## src/rvdec_pkg.sv

```systemverilog
`default_nettype none
// ----------------------------------------------------------------------------
// rvdec_pkg
// Opcodes, format and instruction codes, and the result layout of the
// RV32I subset decoder.
// ----------------------------------------------------------------------------
package rvdec_pkg;

	localparam int unsigned InstrW = 32;
	localparam int unsigned ImmW   = 21;
	localparam int unsigned ResW   = 44;
	localparam int unsigned OutW   = 48;

	localparam logic [6:0] OPC_REG    = 7'b0110011;
	localparam logic [6:0] OPC_LOAD   = 7'b0000011;
	localparam logic [6:0] OPC_ALUIMM = 7'b0010011;
	localparam logic [6:0] OPC_JALR   = 7'b1100111;
	localparam logic [6:0] OPC_BRANCH = 7'b1100011;
	localparam logic [6:0] OPC_STORE  = 7'b0100011;
	localparam logic [6:0] OPC_JAL    = 7'b1101111;
	localparam logic [6:0] F7_BASE    = 7'b0000000;

	typedef enum logic [2:0] {
		FMT_NONE = 3'd0,
		FMT_R    = 3'd1,
		FMT_I    = 3'd2,
		FMT_S    = 3'd3,
		FMT_B    = 3'd4,
		FMT_J    = 3'd5
	} fmt_t;

	typedef enum logic [4:0] {
		OP_NONE  = 5'd0,
		OP_ADD   = 5'd1,
		OP_LB    = 5'd2,
		OP_LH    = 5'd3,
		OP_LW    = 5'd4,
		OP_LBU   = 5'd5,
		OP_LHU   = 5'd6,
		OP_ADDI  = 5'd7,
		OP_SLTI  = 5'd8,
		OP_SLTIU = 5'd9,
		OP_XORI  = 5'd10,
		OP_ORI   = 5'd11,
		OP_ANDI  = 5'd12,
		OP_JALR  = 5'd13,
		OP_BEQ   = 5'd14,
		OP_BGE   = 5'd15,
		OP_SW    = 5'd16,
		OP_JAL   = 5'd17
	} op_t;

	// packed from the lowest bit up: format, op, rd, rs1, rs2, immediate
	typedef struct packed {
		logic [ImmW-1:0] immediate;
		logic [4:0]      src2_reg;
		logic [4:0]      src1_reg;
		logic [4:0]      dest_reg;
		op_t             op_code;
		fmt_t            format_kind;
	} result_t;

endpackage
`default_nettype wire

```

## src/rv32i_subset_instruction_decoder.sv

```systemverilog
`default_nettype none
// ----------------------------------------------------------------------------
// rv32i_subset_instruction_decoder
// Decodes one RV32I subset instruction word per beat into format, op code,
// register indices and the raw unsigned immediate.
// ----------------------------------------------------------------------------
// channel   dir  width  fields
// s_*       in   32     instr_word
// m_*       out  48     format_kind, op_code, dest_reg, src1_reg, src2_reg,
//                       immediate
//
// One beat per cycle sustained while m_tready stays high; the word is held in
// the input register, then decoded into the result register.
// arst_n clears both stage valids; no item is held across reset.
// A stall on m_tready holds the result and backs up one stage at a time.
// ----------------------------------------------------------------------------
module rv32i_subset_instruction_decoder
	import rvdec_pkg::*;
(
	input  wire logic              clk,
	input  wire logic              arst_n,
	input  wire logic              s_tvalid,
	output logic                   s_tready,
	input  wire logic [InstrW-1:0] s_tdata,  // instr_word[31:0]
	output logic                   m_tvalid,
	input  wire logic              m_tready,
	output logic [OutW-1:0]        m_tdata   // format_kind[2:0], op_code[7:3],
	                                         // dest_reg[12:8], src1_reg[17:13],
	                                         // src2_reg[22:18], immediate[43:23]
);

	logic              vld_s1;
	logic [InstrW-1:0] word_s1;
	logic              vld_s2;
	result_t           res_s2;
	result_t           dec;
	logic              adv_s2;

	assign adv_s2   = !vld_s2 || m_tready;
	assign s_tready = !vld_s1 || adv_s2;

	always_comb begin
		logic [6:0] opc;
		logic [2:0] f3;
		opc = word_s1[6:0];
		f3  = word_s1[14:12];
		dec = '0;
		case (opc)
			OPC_REG: begin
				dec.format_kind = FMT_R;
				dec.dest_reg    = word_s1[11:7];
				dec.src1_reg    = word_s1[19:15];
				dec.src2_reg    = word_s1[24:20];
				if (word_s1[31:25] == F7_BASE && f3 == 3'd0) begin
					dec.op_code = OP_ADD;
				end
			end
			OPC_LOAD, OPC_ALUIMM, OPC_JALR: begin
				dec.format_kind = FMT_I;
				dec.dest_reg    = word_s1[11:7];
				dec.src1_reg    = word_s1[19:15];
				dec.immediate   = {9'd0, word_s1[31:20]};
				if (opc == OPC_LOAD) begin
					case (f3)
						3'd0:    dec.op_code = OP_LB;
						3'd1:    dec.op_code = OP_LH;
						3'd2:    dec.op_code = OP_LW;
						3'd4:    dec.op_code = OP_LBU;
						3'd5:    dec.op_code = OP_LHU;
						default: dec.op_code = OP_NONE;
					endcase
				end else if (opc == OPC_ALUIMM) begin
					case (f3)
						3'd0:    dec.op_code = OP_ADDI;
						3'd2:    dec.op_code = OP_SLTI;
						3'd3:    dec.op_code = OP_SLTIU;
						3'd4:    dec.op_code = OP_XORI;
						3'd6:    dec.op_code = OP_ORI;
						3'd7:    dec.op_code = OP_ANDI;
						default: dec.op_code = OP_NONE;
					endcase
				end else if (f3 == 3'd0) begin
					dec.op_code = OP_JALR;
				end
			end
			OPC_STORE: begin
				dec.format_kind = FMT_S;
				dec.src1_reg    = word_s1[19:15];
				dec.src2_reg    = word_s1[24:20];
				dec.immediate   = {9'd0, word_s1[31:25], word_s1[11:7]};
				if (f3 == 3'd2) begin
					dec.op_code = OP_SW;
				end
			end
			OPC_BRANCH: begin
				dec.format_kind = FMT_B;
				dec.src1_reg    = word_s1[19:15];
				dec.src2_reg    = word_s1[24:20];
				dec.immediate   = {8'd0, word_s1[31], word_s1[7], word_s1[30:25],
				                   word_s1[11:8], 1'b0};
				if (f3 == 3'd0) begin
					dec.op_code = OP_BEQ;
				end else if (f3 == 3'd5) begin
					dec.op_code = OP_BGE;
				end
			end
			OPC_JAL: begin
				dec.format_kind = FMT_J;
				dec.op_code     = OP_JAL;
				dec.dest_reg    = word_s1[11:7];
				dec.immediate   = {word_s1[31], word_s1[19:12], word_s1[20],
				                   word_s1[30:21], 1'b0};
			end
			default: begin
				dec = '0;
			end
		endcase
	end

	always_ff @(posedge clk or negedge arst_n) begin
		if (!arst_n) begin
			vld_s1 <= 1'b0;
			vld_s2 <= 1'b0;
		end else begin
			if (s_tready) begin
				vld_s1 <= s_tvalid;
			end
			if (adv_s2) begin
				vld_s2 <= vld_s1;
			end
		end
	end

	always_ff @(posedge clk) begin
		if (s_tvalid && s_tready) begin
			word_s1 <= s_tdata;
		end
		if (adv_s2 && vld_s1) begin
			res_s2 <= dec;
		end
	end

	assign m_tvalid = vld_s2;
	assign m_tdata  = {{(OutW-ResW){1'b0}}, res_s2};

endmodule
`default_nettype wire

```

## config.mk

```make
export PLATFORM = sky130hd
export DESIGN_NAME = rv32i_subset_instruction_decoder
export DESIGN_NICKNAME = d
export VERILOG_FILES = /design/src/rvdec_pkg.sv /design/src/rv32i_subset_instruction_decoder.sv
export SDC_FILE = /design/constraint.sdc
export NUM_CORES = 1
export LEC_CHECK = 0
export BUFFER_PORTS_ARGS = -buffer_cell sky130_fd_sc_hd__buf_2
export CAP_MARGIN = 20
export CORE_AREA = 2 2 78 80
export DETAILED_ROUTE_END_ITERATION = 8
export DIE_AREA = 0 0 80 82
export GPL_TIMING_DRIVEN = 0
export PLACE_DENSITY_LB_ADDON = 0.1
export SETUP_SLACK_MARGIN = 0.2
export SLEW_MARGIN = 10
export SYNTH_ARGS = -nofsm -noshare
export SYNTH_HDL_FRONTEND = slang
export SYNTH_SLANG_ARGS = --single-unit
```

## constraint.sdc

```tcl
create_clock -name clk -period 2.83 [get_ports clk]
set_input_delay 0.1415 -clock clk [delete_from_list [all_inputs] [get_ports clk]]
set_output_delay 0.1415 -clock clk [all_outputs]
set_load 0.005 [all_outputs]
```

==> run_results.csv <==
group,metric,value,unit
logic_synthesis,synthesis.instances,191,
logic_synthesis,synth.distinct_cells,44,
floorplanning,dieArea,0.006560,sq mm
grt,grt_max_degree,33,
power_and_ir_drop,power-per-cell-area,593.0,mW/mm^2
sta,max_slew.worst_pin.slew,0.7472,ns
finish,fraction_of_layout_instances_using_a_drive_strength_above_1,35.89,%
logic_synthesis,edff_count_synth,76,
logic_synthesis,synth-warning-count,0,
clocking,cts.reportedPaths.clkPinSlew,0.08,ns
sta,timing.final.max_slew_violations,0,
grt,grt_pass1_wl,8625,um
routing,antenna_left,0,
routing,wl_per_cell,14.45,um
routing,postRouteWirelength,5796,um
logic_synthesis,syn_area_per_cell,16.19,sq um
worst_setup_path,critPathKind,"reg2reg",
floorplanning,die_width,80,um
clocking,buffer_depth_of_the_longest_clock_path,2,
logic_synthesis,ys_seq_area_share,75.40,%
placement,numPortBuffers,81,
grt,grt_antenna_before_repair,0,
finish,finish.net_count,357,
sta,timing_hold_violations_final,0,
sta,setup-tns-final,0,ns
floorplanning,initial_core_utilization,53.83,%
logic_synthesis,ys_dominant_reg_cell,"edfxtp_1",
sta,clock_skew,0.005752,ns
logic_synthesis,async_flop_share,2.564,%
clocking,clock_latency,0.34,ns
worst_setup_path,max_fanout_on_critical_path,10,
placement,detailed_placement_wirelength_estimate,3676,um
grt,vias_in_the_first_global_route,1866,
clocking,cts_sinks,78,
power_and_ir_drop,static-leakage-power,1.723,nW
finish,diodes,0,
worst_setup_path,endpoint_kind,"flip-flop",
worst_setup_path,start_kind,"flip-flop",
finish,area_delta_synth_final,35.11,%
clocking,root_buffer,"clkbuf_8",
power_and_ir_drop,ir_drop,0.3786,mV
clocking,postCtsResizedCells,0,
routing,number_of_vias_in_the_routed_layout,2023,
clocking,cts-buffers-inserted,9,
sta,portion_of_the_clock_cycle_consumed_by_the_worst_path_in_the_final_layout,62.37,%
clocking,cts_tree,"yes",
floorplanning,rows,28,
logic_synthesis,postSynthRegisterBits,78,
routing,drt_drc_violations_left,0,
routing,drt-vias-per-instance,5.045,
hold_path,worst_hold_path_type,"in2reg",
clocking,htree_levels,3,
outcome,status,"completed",
floorplanning,core_region_area,0.005746,sq mm
flow_run,maxCapViolations,0,
grt,grt_use_total,18.42,%
sta,layout_min_cycle_time,1.765,ns
power_and_ir_drop,power.total,2.478,mW
worst_setup_path,timing.critical_path.required,3.03,ns
grt,grt-ovfl-total,0,
floorplanning,io-pin-count,86,
sta,rsz0062_at_grt,"false",
floorplanning,floorplan.die.height,82,um
logic_synthesis,syn_area,0.003093,sq mm
routing,drt_pass1_iterations,4,
placement,globalplace.congestion,0.8390,
worst_setup_path,cp.arrival,1.97,ns
routing,detail_route.iter0.violations,125,
sta,setup-violations-final,0,
sta,timing.slew.headroom,50.19,%
sta,max_freq,566.5,MHz
-- kinds of logic (layout without fill, tap and decap cells) --
logic type,count (synthesis),in the layout,synth area share [%]
AOI/OAI and AO/OA,29,29,7.039
xor gates and xnor gates,1,1,0.2832
buffers and inverters,14,146,2.508
DFF,78,78,75.40
other,1,4,0.1212
and+or+nand+nor,68,68,14.64
-- metal layers --
metal / global-route usage (%) / share of wire, % / vias to the layer above / routed length [um]
li1: - / - / 982 / -
met1: 21.66 / 40 / 945 / 2321
met2: 30.67 / 50 / 80 / 2923
met3: 4.945 / 6.3 / 16 / 367
met4: 10.68 / 3.2 / 0 / 184
met5: 0 / 0 / - / 0
-- path summary, 6_finish.rpt --
check | startpoint | end | slack, ns | depth (start not counted)
max | word_s1[4]$_DFFE_PP_ | m_tdata[35]$_DFFE_PP_ | 1.06 | 5
min | m_tready | m_tvalid$_DFFE_PN0P_ | 0.09 | 3
max reg2reg | word_s1[4]$_DFFE_PP_ | m_tdata[35]$_DFFE_PP_ | 1.06 | 5
min reg2reg | vld_s1$_DFFE_PN0N_ | m_tvalid$_DFFE_PN0P_ | 0.51 | 1
max in group asynchronous | arst_n | m_tvalid$_DFFE_PN0P_ | 2.62 | 2
min in group asynchronous | arst_n | vld_s1$_DFFE_PN0N_ | 0.11 | 2
-- registers in the layout (all words and copies together), names as in the netlist --
signal    cells
word_s1      32
m_tvalid      1
vld_s1        1
m_tdata      44
-- layout make-up --
cell class | instances | area (sq um)
multi-input combinational | 102 | 696.9
sequential | 78 | 2332
clock buffer | 10 | 127.6
timing repair buffer | 116 | 765.7
buffer | 10 | 62.56
fill | 388 | 1567
inverter | 4 | 15.01
clock inverter | 6 | 85.08
tap | 75 | 93.84
-- cell usage after synthesis (2+ instances only) --
| cell type | instances | share of area (%) |
|---|---|---|
| nor2_1 | 6 | 0.73 |
| a22o_1 | 4 | 1.1 |
| nor2b_1 | 10 | 2.0 |
| and3_1 | 2 | 0.40 |
| a21o_1 | 3 | 0.73 |
| nand2_1 | 6 | 0.73 |
| buf_4 | 5 | 1.2 |
| nand2b_1 | 5 | 1.0 |
| o21ai_0 | 2 | 0.32 |
| dfrtp_1 | 2 | 1.6 |
| inv_1 | 4 | 0.49 |
| o21ai_1 | 4 | 0.65 |
| and2_1 | 20 | 4.0 |
| edfxtp_1 | 76 | 74 |
| a21oi_1 | 4 | 0.65 |
| nor3_1 | 4 | 0.65 |
| and3b_1 | 2 | 0.57 |
| buf_2 | 5 | 0.81 |
| o311ai_1 | 2 | 0.57 |
-- power breakdown --
group	leakage (nW)	switching, mW	total (mW)	internal, mW
Clock	0.104	0.393	0.889	0.495
Combinational	0.846	0.104	0.212	0.107
Sequential	0.773	0.0268	1.38	1.35
-- critical path, cell delays in order (launching register included) --
cell	delay, ns
edfxtp_1	0.49
nand2b_1	0.19
buf_4	0.18
nor3_2	0.29
buf_2	0.29
a32o_1	0.18
-- per-stage QoR --
step | cell area (sq um) | utilization, % | setup WS (ns) | cells | hold WS [ns]
after floorplan | 3104 | - | 0.8788 | 194 | -0.1541
after global placement | 3603 | 62.72 | 0.4703 | 350 | -0.07308
after detailed placement | 3626 | 63.11 | 1.114 | 351 | -0.06956
after CTS | 4179 | 72.74 | 1.085 | 401 | 0.08169
after global routing | 4179 | 72.74 | 0.9790 | 401 | 0.09766
final | 4179 | 72.74 | 1.065 | 401 | 0.09448
-- cells in the final DEF, fill, tap and decap left out, drive strengths merged, types with 2 or more instances in the layout --
master       instances
buf                 92
o311ai               2
and2                20
nand4                2
dlygate4sd3         34
conb                 4
o21ai                6
and3b                2
edfxtp              76
clkinv               2
nand2b               5
dfrtp                2
bufinv               2
nor3                 6
nor2b               10
a22o                 4
a21o                 3
inv                  5
nand2                6
nor2                 6
a21oi                4
clkbuf              10
and3                 3
-- what timing repair did --
item,CTS,global route
hold buffers,34,0
setup buffers,0,0
hold endpoints to repair,35,0
Power figures use the tool's default switching activity.
